$ cat config.mk
export PLATFORM = sky130hd
export DESIGN_NAME = line_edit_echo_replay
export DESIGN_NICKNAME = d
export VERILOG_FILES = /design/src/rtl/lee_pkg.sv /design/src/rtl/lee_ram.sv /design/src/rtl/lee_cmd_fifo.sv /design/src/rtl/lee_front.sv /design/src/rtl/lee_back.sv /design/src/rtl/line_edit_echo_replay.sv
export VERILOG_INCLUDE_DIRS = /design/src /design/src/rtl
export SDC_FILE = /design/constraint.sdc
export NUM_CORES = 1
export LEC_CHECK = 0
export BUFFER_PORTS_ARGS = -buffer_cell sky130_fd_sc_hd__buf_4
export CORE_ASPECT_RATIO = 2
export CORE_MARGIN = 1.5
export CORE_UTILIZATION = 45
export CTS_BUF_LIST = sky130_fd_sc_hd__clkbuf_8 sky130_fd_sc_hd__clkbuf_16
export DETAILED_ROUTE_END_ITERATION = 10
export SYNTH_ARGS = -nofsm -noshare
export SYNTH_HDL_FRONTEND = slang
export SYNTH_SLANG_ARGS = --single-unit
$ cat constraint.sdc
create_clock -name clk -period 2.6 [get_ports clk]
set_input_delay 0.52 -clock clk [delete_from_list [all_inputs] [get_ports clk]]
set_output_delay 0.52 -clock clk [all_outputs]
set_load 0.005 [all_outputs]
$ cat src/rtl/assert_macros.svh
// Assertion macros used by the top level to check this block.
`ifndef ASSERT_MACROS_SVH
`define ASSERT_MACROS_SVH

// Expression must never be true while out of reset.
`define ASSERT_NEVER(lbl, expr, msg) \
    lbl: assert property (@(posedge clk) disable iff (!rst_n) !(expr)) \
        else $error(msg);

// Antecedent on one edge forces the consequent on the next edge.
`define ASSERT_NEXT(lbl, ante, cons, msg) \
    lbl: assert property (@(posedge clk) disable iff (!rst_n) (ante) |=> (cons)) \
        else $error(msg);

`endif

$ cat src/rtl/lee_pkg.sv
// Shared types and constants of the line editor.
package lee_pkg;

    localparam int LINE_DEPTH = 32;
    localparam int ADDR_W     = $clog2(LINE_DEPTH);
    localparam int CNT_W      = $clog2(LINE_DEPTH + 1);
    localparam int BYTE_W     = 8;
    localparam int FIFO_DEPTH = 4;
    localparam int FIFO_PTR_W = $clog2(FIFO_DEPTH);
    localparam int FIFO_CNT_W = $clog2(FIFO_DEPTH + 1);

    localparam logic [BYTE_W-1:0] CH_BS = 8'd8;
    localparam logic [BYTE_W-1:0] CH_LF = 8'd10;
    localparam logic [BYTE_W-1:0] CH_CR = 8'd13;
    localparam logic [BYTE_W-1:0] CH_SP = 8'd32;

    typedef enum logic [1:0] {
        CMD_CHAR,
        CMD_BS,
        CMD_CR
    } cmd_kind_t;

    typedef struct packed {
        cmd_kind_t         kind;
        logic [BYTE_W-1:0] data;
        logic [CNT_W-1:0]  count;
    } cmd_t;

    typedef enum logic [3:0] {
        S_IDLE,
        S_CHAR,
        S_BS0,
        S_BS1,
        S_BS2,
        S_HEAD_LF,
        S_HEAD_CR,
        S_BODY,
        S_TAIL_LF,
        S_TAIL_CR
    } back_state_t;

endpackage

$ cat src/rtl/lee_ram.sv
// Generic single-write, single-read RAM with registered read data.
module lee_ram #(
    parameter int WIDTH = 8,
    parameter int DEPTH = 32
) (
    input  logic                     clk,
    input  logic                     we,
    input  logic [$clog2(DEPTH)-1:0] waddr,
    input  logic [WIDTH-1:0]         wdata,
    input  logic [$clog2(DEPTH)-1:0] raddr,
    output logic [WIDTH-1:0]         rdata
);

    logic [WIDTH-1:0] mem [DEPTH];
    logic [WIDTH-1:0] rdata_reg;

    always_ff @(posedge clk)
    begin
        if (we)
        begin
            mem[waddr] <= wdata;
        end
        rdata_reg <= mem[raddr];
    end

    assign rdata = rdata_reg;

endmodule

$ cat src/rtl/lee_cmd_fifo.sv
// Short command queue between the classifier and the output sequencer.
module lee_cmd_fifo (
    input  logic          clk,
    input  logic          rst_n,
    input  logic          push,
    input  lee_pkg::cmd_t push_cmd,
    output logic          full,
    input  logic          pop,
    output lee_pkg::cmd_t pop_cmd,
    output logic          empty
);
    import lee_pkg::*;

    cmd_t                  entry_reg [FIFO_DEPTH];
    logic [FIFO_PTR_W-1:0] wr_ptr_reg, wr_ptr_next;
    logic [FIFO_PTR_W-1:0] rd_ptr_reg, rd_ptr_next;
    logic [FIFO_CNT_W-1:0] count_reg, count_next;
    logic                  do_push, do_pop;

    assign full    = (count_reg == FIFO_CNT_W'(FIFO_DEPTH));
    assign empty   = (count_reg == '0);
    assign do_push = push && !full;
    assign do_pop  = pop && !empty;
    assign pop_cmd = entry_reg[rd_ptr_reg];

    always_comb
    begin
        wr_ptr_next = wr_ptr_reg;
        rd_ptr_next = rd_ptr_reg;
        count_next  = count_reg;
        if (do_push)
        begin
            wr_ptr_next = (wr_ptr_reg == FIFO_PTR_W'(FIFO_DEPTH - 1)) ? '0 : wr_ptr_reg + 1'b1;
        end
        if (do_pop)
        begin
            rd_ptr_next = (rd_ptr_reg == FIFO_PTR_W'(FIFO_DEPTH - 1)) ? '0 : rd_ptr_reg + 1'b1;
        end
        if (do_push && !do_pop)
        begin
            count_next = count_reg + 1'b1;
        end
        else if (do_pop && !do_push)
        begin
            count_next = count_reg - 1'b1;
        end
    end

    always_ff @(posedge clk or negedge rst_n)
    begin
        if (!rst_n)
        begin
            wr_ptr_reg <= '0;
            rd_ptr_reg <= '0;
            count_reg  <= '0;
        end
        else
        begin
            wr_ptr_reg <= wr_ptr_next;
            rd_ptr_reg <= rd_ptr_next;
            count_reg  <= count_next;
        end
    end

    always_ff @(posedge clk)
    begin
        if (do_push)
        begin
            entry_reg[wr_ptr_reg] <= push_cmd;
        end
    end

endmodule

$ cat src/rtl/lee_front.sv
// Input classifier: keeps the fill count, writes the line store, queues commands.
module lee_front (
    input  logic                         clk,
    input  logic                         rst_n,
    input  logic [lee_pkg::BYTE_W-1:0]   rx_byte,
    input  logic                         rx_valid,
    output logic                         rx_stall,
    input  logic                         fifo_full,
    output logic                         cmd_push,
    output lee_pkg::cmd_t                push_cmd,
    output logic                         wr_en,
    output logic [lee_pkg::ADDR_W-1:0]   wr_addr,
    output logic [lee_pkg::BYTE_W-1:0]   wr_data,
    input  logic                         cr_done,
    output logic                         cr_pending
);
    import lee_pkg::*;

    logic [CNT_W-1:0] fill_reg, fill_next;
    logic             pending_reg, pending_next;
    logic             accept;
    logic             line_full;

    // Stall on a full queue, and in a replay so the line store is not overwritten.
    assign rx_stall   = pending_reg || fifo_full;
    assign accept     = rx_valid && !rx_stall;
    assign line_full  = (fill_reg == CNT_W'(LINE_DEPTH));
    assign cr_pending = pending_reg;
    assign wr_addr    = fill_reg[ADDR_W-1:0];
    assign wr_data    = rx_byte;

    always_comb
    begin
        fill_next      = fill_reg;
        pending_next   = pending_reg;
        cmd_push       = 1'b0;
        wr_en          = 1'b0;
        push_cmd.kind  = CMD_CHAR;
        push_cmd.data  = rx_byte;
        push_cmd.count = fill_reg;
        if (cr_done)
        begin
            pending_next = 1'b0;
        end
        if (accept)
        begin
            priority if (rx_byte == CH_BS)
            begin
                cmd_push      = 1'b1;
                push_cmd.kind = CMD_BS;
                if (fill_reg != '0)
                begin
                    fill_next = fill_reg - 1'b1;
                end
            end
            else if (rx_byte == CH_CR)
            begin
                cmd_push      = 1'b1;
                push_cmd.kind = CMD_CR;
                fill_next     = '0;
                pending_next  = 1'b1;
            end
            else if (!line_full)
            begin
                cmd_push  = 1'b1;
                wr_en     = 1'b1;
                fill_next = fill_reg + 1'b1;
            end
            // otherwise drop: full line, no echo
        end
    end

    always_ff @(posedge clk or negedge rst_n)
    begin
        if (!rst_n)
        begin
            fill_reg    <= '0;
            pending_reg <= 1'b0;
        end
        else
        begin
            fill_reg    <= fill_next;
            pending_reg <= pending_next;
        end
    end

endmodule

$ cat src/rtl/lee_back.sv
// Output sequencer: expands each command into echo bytes and replays the line.
module lee_back (
    input  logic                         clk,
    input  logic                         rst_n,
    input  logic                         fifo_empty,
    input  lee_pkg::cmd_t                pop_cmd,
    output logic                         cmd_pop,
    output logic [lee_pkg::ADDR_W-1:0]   rd_addr,
    input  logic [lee_pkg::BYTE_W-1:0]   rd_data,
    output logic                         cr_done,
    output logic [lee_pkg::BYTE_W-1:0]   tx_byte,
    output logic                         last,
    output logic                         tx_valid,
    input  logic                         tx_stall
);
    import lee_pkg::*;

    back_state_t       state_reg, state_next;
    cmd_t              cmd_reg, cmd_next;
    logic [CNT_W-1:0]  idx_reg, idx_next;
    logic              valid_reg, valid_next;
    logic [BYTE_W-1:0] byte_reg, byte_next;
    logic              last_reg, last_next;
    logic              can_load;
    logic              load;
    logic [BYTE_W-1:0] load_byte;
    logic              load_last;

    assign can_load = !valid_reg || !tx_stall;
    assign tx_byte  = byte_reg;
    assign last     = last_reg;
    assign tx_valid = valid_reg;
    // Address follows the next index so the registered read lines up with the body state.
    assign rd_addr  = idx_next[ADDR_W-1:0];

    always_comb
    begin
        state_next = state_reg;
        cmd_next   = cmd_reg;
        idx_next   = idx_reg;
        cmd_pop    = 1'b0;
        cr_done    = 1'b0;
        load       = 1'b0;
        load_byte  = CH_LF;
        load_last  = 1'b0;
        unique case (state_reg)
            S_IDLE:
            begin
                if (!fifo_empty)
                begin
                    cmd_pop  = 1'b1;
                    cmd_next = pop_cmd;
                    idx_next = '0;
                    unique case (pop_cmd.kind)
                        CMD_BS:   state_next = S_BS0;
                        CMD_CR:   state_next = S_HEAD_LF;
                        default:  state_next = S_CHAR;
                    endcase
                end
            end
            S_CHAR:
            begin
                load_byte = cmd_reg.data;
                load_last = 1'b1;
                if (can_load)
                begin
                    load       = 1'b1;
                    state_next = S_IDLE;
                end
            end
            S_BS0:
            begin
                load_byte = CH_BS;
                if (can_load)
                begin
                    load       = 1'b1;
                    state_next = S_BS1;
                end
            end
            S_BS1:
            begin
                load_byte = CH_SP;
                if (can_load)
                begin
                    load       = 1'b1;
                    state_next = S_BS2;
                end
            end
            S_BS2:
            begin
                load_byte = CH_BS;
                load_last = 1'b1;
                if (can_load)
                begin
                    load       = 1'b1;
                    state_next = S_IDLE;
                end
            end
            S_HEAD_LF:
            begin
                load_byte = CH_LF;
                if (can_load)
                begin
                    load       = 1'b1;
                    state_next = S_HEAD_CR;
                end
            end
            S_HEAD_CR:
            begin
                load_byte = CH_CR;
                if (can_load)
                begin
                    load       = 1'b1;
                    state_next = (cmd_reg.count == '0) ? S_TAIL_LF : S_BODY;
                end
            end
            S_BODY:
            begin
                load_byte = rd_data;
                if (can_load)
                begin
                    load     = 1'b1;
                    idx_next = idx_reg + 1'b1;
                    if (idx_reg + 1'b1 == cmd_reg.count)
                    begin
                        state_next = S_TAIL_LF;
                    end
                end
            end
            S_TAIL_LF:
            begin
                load_byte = CH_LF;
                if (can_load)
                begin
                    load       = 1'b1;
                    state_next = S_TAIL_CR;
                end
            end
            S_TAIL_CR:
            begin
                load_byte = CH_CR;
                load_last = 1'b1;
                if (can_load)
                begin
                    load       = 1'b1;
                    cr_done    = 1'b1;
                    state_next = S_IDLE;
                end
            end
            default:
            begin
                state_next = S_IDLE;
            end
        endcase

        byte_next  = byte_reg;
        last_next  = last_reg;
        valid_next = valid_reg && tx_stall;
        if (load)
        begin
            byte_next  = load_byte;
            last_next  = load_last;
            valid_next = 1'b1;
        end
    end

    always_ff @(posedge clk or negedge rst_n)
    begin
        if (!rst_n)
        begin
            state_reg <= S_IDLE;
            valid_reg <= 1'b0;
        end
        else
        begin
            state_reg <= state_next;
            valid_reg <= valid_next;
        end
    end

    always_ff @(posedge clk)
    begin
        cmd_reg  <= cmd_next;
        idx_reg  <= idx_next;
        byte_reg <= byte_next;
        last_reg <= last_next;
    end

endmodule

$ cat src/rtl/line_edit_echo_replay.sv
// Top level of the terminal line editor with echo and line replay.
// Received bytes enter on the rx channel and are classified at once: an ordinary byte is
// written to the line store and queued for echo, a backspace queues the erase sequence
// (BS, space, BS) and lowers the fill count, and a carriage return queues a replay of the
// line framed by LF CR on both sides. Ordinary bytes that arrive with the line full are
// dropped without echo. The output sequencer hands out one byte per cycle while tx_stall is
// low, apart from the dispatch step that takes each input from the queue, and marks the final
// byte of each input with last. An ordinary byte expands to one byte, a backspace to three
// and a carriage return with n buffered bytes to 4 + n (36 for a full line of 32). A four-entry
// command queue lets input run ahead of output; after a carriage return the input holds
// stall until the last byte of that replay has been passed to the output register.
`include "assert_macros.svh"

module line_edit_echo_replay (
    input  logic                       clk,
    input  logic                       rst_n,
    input  logic [lee_pkg::BYTE_W-1:0] rx_byte,
    input  logic                       rx_valid,
    output logic                       rx_stall,
    output logic [lee_pkg::BYTE_W-1:0] tx_byte,
    output logic                       last,
    output logic                       tx_valid,
    input  logic                       tx_stall
);
    import lee_pkg::*;

    logic              cmd_push;
    cmd_t              push_cmd;
    logic              cmd_pop;
    cmd_t              pop_cmd;
    logic              fifo_full;
    logic              fifo_empty;
    logic              wr_en;
    logic [ADDR_W-1:0] wr_addr;
    logic [BYTE_W-1:0] wr_data;
    logic [ADDR_W-1:0] rd_addr;
    logic [BYTE_W-1:0] rd_data;
    logic              cr_done;
    logic              cr_pending;
    logic              cr_accept;
    logic              marked_cr;

    lee_front u_front (
        .clk        (clk),
        .rst_n      (rst_n),
        .rx_byte    (rx_byte),
        .rx_valid   (rx_valid),
        .rx_stall   (rx_stall),
        .fifo_full  (fifo_full),
        .cmd_push   (cmd_push),
        .push_cmd   (push_cmd),
        .wr_en      (wr_en),
        .wr_addr    (wr_addr),
        .wr_data    (wr_data),
        .cr_done    (cr_done),
        .cr_pending (cr_pending)
    );

    lee_cmd_fifo u_fifo (
        .clk      (clk),
        .rst_n    (rst_n),
        .push     (cmd_push),
        .push_cmd (push_cmd),
        .full     (fifo_full),
        .pop      (cmd_pop),
        .pop_cmd  (pop_cmd),
        .empty    (fifo_empty)
    );

    lee_ram #(
        .WIDTH (BYTE_W),
        .DEPTH (LINE_DEPTH)
    ) u_line_store (
        .clk   (clk),
        .we    (wr_en),
        .waddr (wr_addr),
        .wdata (wr_data),
        .raddr (rd_addr),
        .rdata (rd_data)
    );

    lee_back u_back (
        .clk        (clk),
        .rst_n      (rst_n),
        .fifo_empty (fifo_empty),
        .pop_cmd    (pop_cmd),
        .cmd_pop    (cmd_pop),
        .rd_addr    (rd_addr),
        .rd_data    (rd_data),
        .cr_done    (cr_done),
        .tx_byte    (tx_byte),
        .last       (last),
        .tx_valid   (tx_valid),
        .tx_stall   (tx_stall)
    );

    assign cr_accept = rx_valid && !rx_stall && (rx_byte == CH_CR);
    assign marked_cr = tx_valid && last && (tx_byte == CH_CR);

    `ASSERT_NEVER(a_no_push_full, cmd_push && fifo_full, "command pushed into full queue")
    `ASSERT_NEVER(a_no_pop_empty, cmd_pop && fifo_empty, "command popped from empty queue")
    `ASSERT_NEVER(a_no_write_replay, wr_en && cr_pending, "line store written during replay")
    `ASSERT_NEXT(a_cr_holds_input, cr_accept, rx_stall, "input not held after carriage return")
    `ASSERT_NEXT(a_replay_end, cr_done, marked_cr, "replay did not end on marked CR")

endmodule
== Yosys cells after proc, flatten, opt, wreduce, memory -nomap -nowiden ==
Memories as Yosys holds them, arrays and structs flattened. A register that Yosys moved wholly into a read port is not among the register bits.
Cells that the tools add are included.

* Add/sub/neg operators: 7
* Equality and inequality tests: 29
* Mux-type cells: 49
* Bitwise gates (word level): 1
* Reduce and logical (&&, ||, !) cells: 29

{| class="wikitable"
|+ Operators with widths
! kind !! count
|-
| 4-bit two-way mux || 10
|-
| 8-bit case mux with 5 select lines || 1
|-
| 6-bit two-way mux || 6
|-
| 4-bit case mux with 8 select lines || 1
|-
| 1-bit two-way mux || 22
|-
| 4-bit by 3-bit == test with 1-bit output (second input constant) || 4
|-
| 8-bit by 4-bit == test with 1-bit output (second input constant) || 2
|-
| 2-bit by 1-bit != test with 1-bit output (second input constant) || 8
|-
| 6-bit by 1-bit adder with 6-bit output (second input constant) || 2
|-
| 6-bit case mux with 2 select lines || 1
|-
| 2-bit two-way mux || 5
|-
| 9-bit AND reduction || 1
|-
| 9-bit OR reduction || 1
|-
| 4-bit by 2-bit == test with 1-bit output (second input constant) || 2
|-
| 4-bit == test (second input constant) || 2
|-
| 1-bit logical NOT || 7
|-
| 2-bit == test (second input constant) || 3
|-
| 6-bit == test || 1
|-
| 6-bit == test (second input constant) || 1
|-
| 1-bit logical AND || 6
|-
| 6-bit logical NOT || 1
|-
| 3-bit two-way mux || 2
|-
| 3-bit case mux with 2 select lines || 1
|-
| 3-bit AND reduction || 2
|-
| 18 further kinds || 23
|}

* Bits in registers: 48
* Bits in writable memories: 320
* Output and inout bits: 11
* Word-level logic and storage cells: 130
* Memories kept: 2

{| class="wikitable"
|+ Memory list
! name !! depth !! bits a word !! read ports !! clocked after memory_dff !! wr ports !! RTL line !! text
|-
| u_line_store.mem || 32 || 8 || 1 || 1 || 1 || lee_ram.sv:14 || <nowiki>logic [WIDTH-1:0] mem [DEPTH];</nowiki>
|-
| u_fifo.entry_reg || 4 || 16 || 1 || 0 || 1 || lee_cmd_fifo.sv:14 || <nowiki>cmd_t entry_reg [FIFO_DEPTH];</nowiki>
|}

== Logic depth before layout (Yosys ltp) ==
Gate-level depths: netlist (run 1).

* Depth in word-level cells: 10
* Mapped depth: 13
* Gate-level depth less buffers: 11

== Hierarchy ==
A second synthesis (run 1) with hierarchy kept.

* Cell total of the unflattened synthesis: 798
* Area total of the unflattened synthesis: 15284.7 um^2

{| class="wikitable"
|+ By module, submodules not included
! module !! times used !! cells an instance !! area each (um^2) !! seq. area each (um^2)
|-
| lee_ram || 1 || 417 || 10053.4 || 7847.5
|-
| lee_cmd_fifo || 1 || 121 || 2757.6 || 2097.0
|-
| lee_back || 1 || 161 || 1681.6 || 945.9
|-
| lee_front || 1 || 99 || 792.0 || 175.2
|}

== Worst setup path before layout (run 1) ==
No wires, ideal clock.

* Kind: input-to-reg
* From: in rx_byte[1] in the netlist's numbering
* To: reg u_fifo.count_reg[2]
* Setup time: 0.079 ns
* Data arrival time: 2.953 ns
* Data required time: 2.521 ns
* Setup slack: -0.432 ns
* Stages: 12
* Path buffers: 2
* Cell sequence: nor4b_1 -> nand3_1 -> and2_0 -> clkbuf_1 -> a21oi_1 -> clkbuf_1 -> ha_1 -> inv_1 -> fa_1 -> xor2_1 -> nor2_1 -> xor2_1

* Longest elaborated chain between the ends: 8

{| class="wikitable"
|+ Ends and longest elaborated chain
! element !! RTL line !! text
|-
| start, declared || line_edit_echo_replay.sv:17 || <nowiki>input logic [lee_pkg::BYTE_W-1:0] rx_byte,</nowiki>
|-
| 8-bit by 4-bit == test with 1-bit output || lee_front.sv:56 || <nowiki>else if (rx_byte == CH_CR)</nowiki>
|-
| 1-bit two-way mux || lee_front.sv:56 ||
|-
| 1-bit two-way mux (*) || lee_front.sv:47 || <nowiki>priority if (rx_byte == CH_BS)</nowiki>
|-
| 1-bit two-way mux (*) || lee_front.sv:45 || <nowiki>if (accept)</nowiki>
|-
| 1-bit logical AND (*) || lee_cmd_fifo.sv:22 || <nowiki>assign do_push = push && !full;</nowiki>
|-
| named net u_fifo.do_push || lee_cmd_fifo.sv:18 || <nowiki>logic do_push, do_pop;</nowiki>
|-
| 1-bit logical NOT || lee_cmd_fifo.sv:43 || <nowiki>else if (do_pop && !do_push)</nowiki>
|-
| 1-bit logical AND || lee_cmd_fifo.sv:43 ||
|-
| 2-bit nonzero test (no source line) || n/a ||
|-
| end signal, assigned || lee_cmd_fifo.sv:61 || <nowiki>count_reg <= count_next;</nowiki>
|-
| end, declared || lee_cmd_fifo.sv:17 || <nowiki>logic [FIFO_CNT_W-1:0] count_reg, count_next;</nowiki>
|}

Mark *: on every way through the listed nets, which the timed path passes. The rest lies on a longest branch.
A chain may end at the register's enable or synchronous reset.

== Worst setup path in the final report (run 1) ==
* From: reg u_back.state_reg[2]
* To: reg u_line_store.rdata_reg[2], in the netlist u_line_store.rdata[2] (read register of u_line_store.mem)

* Longest elaborated chain between the ends: 2

{| class="wikitable"
|+ Ends and longest elaborated chain
! element !! RTL line !! text
|-
| start, declared || lee_back.sv:18 || <nowiki>back_state_t state_reg, state_next;</nowiki>
|-
| start signal, assigned || lee_back.sv:176 || <nowiki>state_reg <= state_next;</nowiki>
|-
| 4-bit by 3-bit == test with 1-bit output or 4-bit logical NOT (tied branches) || lee_back.sv:46 || <nowiki>unique case (state_reg)</nowiki>
|-
| 6-bit case mux with 2 select lines (*) || lee_back.sv:46 ||
|-
| end, declared || lee_ram.sv:15 || <nowiki>logic [WIDTH-1:0] rdata_reg;</nowiki>
|}

Mark *: on every way between the ends. The rest lies on a longest branch, timed or not.

==> results by group, run 1 <==
Global route
  – Vias in the first global route: 9,755
  – Tot GR Track Use: 0.2256
  – Remaining Overflow, GRT: 0
  – Initial antenna violation count: 1
  – Largest net degree at the start of global routing: 37
  – First-pass GRT wire length: between 50 and 60 mm

Synth
  – Count of cell types in the netlist: 64
  – Synth Warn #: 0
  – Post-synth net total: approximately 1.0k
  – Synth Register Bits: between 300 and 400
  – Ys async rst share: 0.05053
  – Post-synth EDFFs: around 340
  – Synth Area per Inst: 15.11 µm²
  – Sequential area share after synthesis: 0.7181
  – Synth Flop Type: edfxtp_1
  – Cell count after synthesis: 1,020
  – Post-synthesis cell area: around 15,000 µm²

Worst hold path
  – Worst Hold End: u_fifo.entry_reg[1][13]$_DFFE_PP_
  – WHS Path Cells: 1
  – Hold Crit Start: rx_byte[7]
  – Min-delay worst type: primary input to flip-flop

Timing
  – Max frequency: approximately 0.37 GHz
  – Final min period: ~2.7 ns
  – Max-Slew Margin vs Limit: 0.5351
  – Tcrit/Tclk final: 1.045
  – Final Setup Violations: 8
  – Post-Route Skew: 0.02795 ns
  – Final Hold Slack: ~0.20 ns
  – Fin. Hold Viols: 0
  – RSZ-0062 raised after global routing: true
  – Slew Limit Fails: 0
  – Worst setup margin: -0.1179 ns
  – Worst-Margin Slew: between 0.6 and 0.7 ns
  – Setup TNS: -0.3956 ns

Power and ir drop
  – Leakage: 6.633 nW
  – PD cells: 935.6 nW/µm²
  – Max IR drop VDD: between 0.0009 and 0.001 V
  – Tot Pwr: 17.39 mW

Drt
  – DRT iter0 DRCs: around 560
  – Post-DR vias/cell: roughly 5.7
  – Detailed-route wire length per cell: about 24 µm
  – Detailed-router iteration count before antenna repair: 5
  – Post-DRT Antenna Nets: 0
  – WL final: ~39 mm
  – Via Count: ~9.2k
  – DR DRC count: 0

Placement
  – Area of placed instances: 17,000 µm²
  – Port bufs: 22
  – HPWL after DPL: between 20 and 30 mm
  – RePlAce Congestion: 0.9206
  – Pre-CTS WS: -0.2527 ns

Final layout
  – Final instance area: roughly 19,000 µm²
  – # diodes: 0
  – Final net count: ~1.2k
  – Max reg flops: roughly 260
  – Share of cells above drive strength 1: 0.2856
  – Synth-to-Final Area Change: 20.64%

Die
  – Starting density of the core: 0.4581
  – Die ar.: 35,430 µm²
  – Die H: about 260 µm
  – Die Span X: 133.8 µm
  – # IOs: 23
  – Core area: about 34,000 µm²
  – Rows: 95

Critical path
  – Startpoint Class: flip-flop
  – Critical path class: flip-flop to flip-flop
  – R2R setup slack: -0.12 ns
  – WP data arrival: between 3 and 4 ns
  – Crit Path Max Fanout: 6
  – RR Endpoint: u_line_store.rdata[2]$_DFF_P_
  – Worst Path Required: between 3 and 4 ns
  – Crit. End Element: flip-flop
  – R2r startpoint: u_back.state_reg[2]$_DFFE_PN0P_
  – R2r worst-path depth: 9

Clock network
  – Sink Count: about 380
  – CTS tree: built
  – Clock Path Buffers: 3
  – H-tree depth: 1
  – Clk root buf: clkbuf_16
  – Clock transition at path regs: roughly 0.07 ns
  – Num CTS Buffers: 30
  – Clock Latency Late Sink: around 0.58 ns

Flow run
  – Max cap viols: 0

Outcome
  – Outcome: finished, violations left
  – Failing checks: negative setup slack
-- per-stage QoR --
stage	instances	utilization
6_report	1623	0.5526
5_1_grt	1623	0.5526
4_1_cts	1623	0.5483
3_5_place_dp	1552	0.5053
3_3_place_gp	1552	0.5053
2_1_floorplan	1020	-
-- routing by layer --
layer	vias to the layer above	global-route usage	wire, µm
met1	4700	0.2286	13280
met4	0	0.1246	2373
met2	232	0.4413	22280
li1	4211	-	-
met3	101	0.02104	1320
met5	-	0	0
-- power by group --
group | switching, mW | internal, mW
logic | 2.67 | 2.14
clock network | 2.09 | 2.49
registers | 0.387 | 7.61
-- worst max-delay path, stage by stage, from the launching register on --
cell	delay, ns
dfrtp_1	0.43
or4_4	0.53
o221ai_4	0.20
and2_4	0.24
inv_4	0.06
buf_12	0.13
a211oi_2	0.18
a31oi_1	0.07
o211ai_1	0.56
a211oi_2	0.15
-- worst max path at each step --
stage / start / to
4_1_cts: u_back.state_reg[0]$_DFFE_PN0P_ / u_line_store.rdata[2]$_DFF_P_
5_1_grt: u_back.state_reg[0]$_DFFE_PN0P_ / u_line_store.rdata[0]$_DFF_P_
3_3_place_gp: u_back.state_reg[0]$_DFFE_PN0P_ / u_line_store.rdata[6]$_DFF_P_
3_5_place_dp: rx_byte[7] / u_line_store.mem[26][1]$_DFFE_PP_
2_1_floorplan: rx_byte[4] / u_fifo.count_reg[2]$_DFFE_PN0P_
6_report: u_back.state_reg[2]$_DFFE_PN0P_ / u_line_store.rdata[2]$_DFF_P_
-- cell usage in the layout (no fill, tap or decap), types with 5 or more instances in the layout --
cell type	instances
o22ai_1	10
clkinv_1	5
nor2_2	27
nor3_1	12
inv_1	20
a21oi_1	13
nor2_1	34
dfrtp_1	19
and3_1	26
mux2i_1	47
edfxtp_1	344
a31oi_1	29
mux2i_2	9
xnor2_1	6
o22ai_2	10
mux4_2	24
a211oi_2	16
ha_1	10
xor2_1	5
nand3_1	24
and2_1	5
buf_12	14
clkbuf_16	31
buf_6	7
nand3b_1	6
a32oi_1	8
a211oi_1	16
o21ai_0	15
dfxtp_1	13
a22oi_2	6
nand2_1	131
o211ai_1	9
buf_4	140
-- synthesized netlist by cell type, types with 3 or more instances --
master    instances  area (µm²)
mux4_2           24       540.5
inv_1            16       60.06
dfxtp_1          13       260.3
a41oi_1           3       26.28
and3_1           26       162.7
clkbuf_1         35       131.4
buf_2            11       55.05
a211oi_1         24       180.2
a21o_1            4       30.03
ha_1             11       137.6
nand4_1           3       18.77
o211ai_1          9       67.56
nor3_1           13       65.06
edfxtp_1        344       10330
mux2i_1          58       580.6
xnor2_1           6       52.55
o21ai_0          16       80.08
o22ai_1          21       131.4
nand3b_1          6       45.04
and2_1            7       43.79
a211oi_2          8       100.1
nor2_1           60       225.2
buf_6             4       45.04
xor2_1            5       43.79
or3_1             4       25.02
a22oi_1          10       75.07
nand3_1          25       125.1
a31oi_1          33       206.5
a32oi_1           8       70.07
dfrtp_1          19       475.5
nand2_1         135       506.7
o21a_1            3       22.52
a21oi_1          14       70.07
-- layout make-up --
cell class,count,area (µm²)
inverters,18,70.07
clock buffers,35,830.8
multi-input cells,569,4343
flip-flops and latches,376,11070
repair buffers,168,1565
fillers,2629,15050
clock inverters,21,168.9
well taps,436,545.5
-- logic make-up (layout without fill, tap and decap cells) --
| family | after synthesis | after routing | share of synthesized area |
|---|---|---|---|
| mux | 83 | 83 | 0.07349 |
| buf+inv | 75 | 242 | 0.02444 |
| fa+ha+maj | 12 | 12 | 0.01023 |
| compound gates | 169 | 169 | 0.07885 |
| xor+xnor | 12 | 12 | 0.007795 |
| flops | 376 | 376 | 0.7181 |
| simple gates | 293 | 293 | 0.08705 |
-- what timing repair did --
| action | in CTS | in global routing |
|---|---|---|
| buffers inserted | 11 | 1 |
| pin swaps | 27 | 6 |
| cloned | 4 | 0 |
| hold buffers | 1 | 0 |
| endpoints found under the setup margin | 8 | 199 |
| hold endpoints to repair | 19 | 0 |
| gates resized for setup | 49 | 52 |
No activity file was read; power rests on OpenSTA's default activity.
==> run 2: changes to the inputs <==
--- a/config.mk
+++ b/config.mk
@@ -12,6 +12,7 @@
 export CORE_UTILIZATION = 45
 export CTS_BUF_LIST = sky130_fd_sc_hd__clkbuf_8 sky130_fd_sc_hd__clkbuf_16
 export DETAILED_ROUTE_END_ITERATION = 10
+export REMOVE_ABC_BUFFERS = 1
 export SYNTH_ARGS = -nofsm -noshare
 export SYNTH_HDL_FRONTEND = slang
 export SYNTH_SLANG_ARGS = --single-unit
==> constraint.sdc (replaced) <==
create_clock -name clk -period 2.6 [get_ports clk]
set_input_delay 0.52 -clock clk [delete_from_list [all_inputs] [get_ports clk]]
set_output_delay 0.52 -clock clk [all_outputs]
set_load 0.1 [all_outputs]
==> run 2 against run 1 <==
Effect of this change: the flow still finishes with violations (negative setup slack); largest power group unchanged; sequential share of layout area up 0.22 points; sequential cell count did not move; first-iteration DRC count rose by 39%; cell area shrank 0.37%; critical path depth shrank 2; critical path type unchanged.
==> results by group, run 2 (synthesized netlist as in run 1, its figures left out) <==
Power and ir drop
  – Leakage: 6.689 nW (+0.85%)
  – Max IR drop VDD: 0.0007511 V (-23%)
  – PD cells: 959.1 nW/µm² (+2.5%)
  – Tot Pwr: 17.76 mW (+2.1%)

Final layout
  – Share of cells above drive strength 1: 0.2779 (-0.007724)
  – Synth-to-Final Area Change: 20.20%
  – Commonest non-fill, non-tap cell in the layout: edfxtp_1
  – Final instance area: 18,520 µm² (-0.37%)
  – Final net count: 1,202 (+1.3%)
  – # diodes: 0 (unchanged)
  – Max reg flops: 256 (unchanged)
  – Core Util, Final: 0.5506 (-0.002046)
  – Most frequent cells in the layout: edfxtp_1, buf_4, nand2_1

Global route
  – Remaining Overflow, GRT: 0 (unchanged)
  – GR met2 Demand/Resource: 0.4274 (-0.01393)
  – Largest net degree at the start of global routing: 37 (unchanged)
  – Tot GR Track Use: 0.2256 (about the same)
  – Vias in the first global route: 9,490 (-2.7%)
  – Met3 usage: 0.02486 (+0.003825)
  – M1 GR Usage: 0.2376 (+0.009031)
  – First-pass GRT wire length: 58.51 mm (-0.27%)
  – Initial antenna violation count: 0 (-1)
  – Global routing's busiest layer: met2

Timing
  – Final Setup Violations: 7 (-1)
  – Slew Limit Fails: 0 (unchanged)
  – Final Hold Slack: 0.3489 ns (+0.1483 ns)
  – Max frequency: 0.3668 GHz (-0.30%)
  – Fin. Hold Viols: 0 (unchanged)
  – Worst setup margin: -0.1261 ns (-0.008203 ns)
  – Tcrit/Tclk final: 1.049 (+0.003155)
  – Max-Slew Margin vs Limit: 0.4432 (-0.09189)
  – Worst-Margin Slew: 0.8322 ns (+0.1373 ns)
  – RSZ-0062 raised after global routing: true
  – Post-Route Skew: 0.02619 ns (-0.001758 ns)
  – Final min period: 2.726 ns (+0.008203 ns)

Critical path
  – Crit. End Element: flip-flop
  – WP data arrival: 3.18 ns (+0.04 ns)
  – Worst Path Required: 3.06 ns (+0.04 ns)
  – Startpoint Class: flip-flop
  – CP Cell Sequence: or4_4 > o221ai_4 > and2_4 > buf_12 > mux4_2 > a22oi_2 > a211oi_2
  – Crit Path Max Fanout: 6 (unchanged)
  – Max stage delay cell, worst path: or4_4
  – CP max stage delay: 0.58 ns (+0.02 ns)
  – Critical path class: flip-flop to flip-flop

Flow run
  – Max cap viols: 0 (unchanged)

Drt
  – Post-DR vias/cell: 5.660 (-0.63%)
  – DRT iter0 DRCs: 778 (+39%)
  – Via Count: 9,271 (+0.29%)
  – DR DRC count: 0 (unchanged)
  – Detailed-route wire length per cell: 23.99 µm (-0.82%)
  – Post-DRT Antenna Nets: 0 (unchanged)
  – WL final: 39.29 mm (about the same)
  – Detailed-router iteration count before antenna repair: 5 (unchanged)

Clock network
  – H-tree depth: 1 (unchanged)
  – Clock transition at path regs: 0.07 ns (about the same)
  – Num CTS Buffers: 31 (+3.3%)
  – CTS tree: built
  – Clock Path Buffers: 3 (unchanged)
  – Clk root buf: clkbuf_16
  – Clock Latency Late Sink: 0.59 ns (about the same)
  – Sink Count: 376 (unchanged)

Die
  – Die Span X: 133.8 µm (unchanged)
  – Rows: 95 (unchanged)
  – Die H: 264.7 µm (unchanged)
  – Core area: 33,640 µm² (unchanged)
  – Die ar.: 35,430 µm² (unchanged)
  – # IOs: 23 (unchanged)
  – Starting density of the core: 0.4581 (unchanged)

Placement
  – HPWL after DPL: 27.18 mm (+1.6%)
  – RePlAce Congestion: 0.8903 (-3.3%)
  – Area of placed instances: 17,030 µm² (+0.20%)
  – Port bufs: 22 (unchanged)
  – Pre-CTS WS: -0.5062 ns (-0.2534 ns)

Outcome
  – Outcome: finished, violations left
  – Failing checks: negative setup slack

Worst hold path
  – Min-delay worst type: primary input to asynchronous set/reset pin
run 2: cell types whose count changed in the layout (fill, tap and decap cells not counted), moves of 7 or more:
cell and delta:
buf_4 +20, nor2_1 +9, nor2_2 -9, mux2i_1 +8, mux2i_2 -7
run 2: final timing paths:
kind | startpoint | end | slack [ns] | cells past startpoint
worst max-delay path | u_back.state_reg[2]$_DFFE_PN0P_ | u_line_store.rdata[3]$_DFF_P_ | -0.13 | 7
worst min-delay path | rst_n | u_fifo.wr_ptr_reg[1]$_DFFE_PN0P_ | 0.35 | 2
worst max register to register | u_back.state_reg[2]$_DFFE_PN0P_ | u_line_store.rdata[3]$_DFF_P_ | -0.13 | 7
worst min register to register | u_front.cr_pending$_DFF_PN0_ | u_front.cr_pending$_DFF_PN0_ | 0.52 | 1
max in group asynchronous | rst_n | u_front.fill_reg[2]$_DFFE_PN0P_ | 2.00 | 2
min in group clk | rx_byte[2] | u_fifo.entry_reg[3][8]$_DFFE_PP_ | 0.45 | 2
run 2: layer usage:
| layer | routed length (µm) | up-vias |
|---|---|---|
| met4 | 2301 | 0 |
| li1 | - | 4253 |
| met2 | 21830 | 239 |
| met3 | 1288 | 89 |
| met5 | 0 | - |
| met1 | 13870 | 4690 |
run 2: through the flow:
| stage | TNS (ns) | instances |
|---|---|---|
| global route | -0.7722 | 1638 |
| floorplan | -36.12 | 963 |
| finish | -0.3589 | 1638 |
| global placement | -27.31 | 1566 |
| detailed placement | -39.60 | 1566 |
| CTS | -0.5810 | 1636 |
run 2: worst max-delay path: cells and delay by family, from the launching register on:
family,cells,cell delay (ns)
compound gates,3,0.70
buf+inv,1,0.15
simple gates,2,0.82
flops,1,0.38
mux,1,0.54
run 2: layout make-up:
type                            instances  area (µm²)
Clock buffer                           31       775.7
Clock inverter                         26       231.5
Sequential cell                       376       11070
Inverter                               18       73.82
Multi-Input combinational cell        569        4242
Fill cell                            2695       15120
Timing Repair Buffer                  182        1587
Tap cell                              436       545.5
run 2: repair_timing:
| item | 4_1_cts | 5_1_grt |
|---|---|---|
| pin swaps | 9 | 6 |
| hold buffers | 1 | 0 |
| gates resized for setup | 43 | 35 |
| buffers inserted | 11 | 3 |
| endpoints found under the hold margin | 19 | 0 |
| setup endpoints to repair | 32 | 112 |
| cloned | 1 | 0 |
run 2: where the power goes:
group | leakage [nW] | total, mW | switching, mW | internal, mW
clock | 0.494 | 4.67 | 2.17 | 2.49
sequential | 3.46 | 7.96 | 0.344 | 7.61
combinational | 2.74 | 5.14 | 3.15 | 1.99
total | 6.69 | 17.8 | 5.66 | 12.1
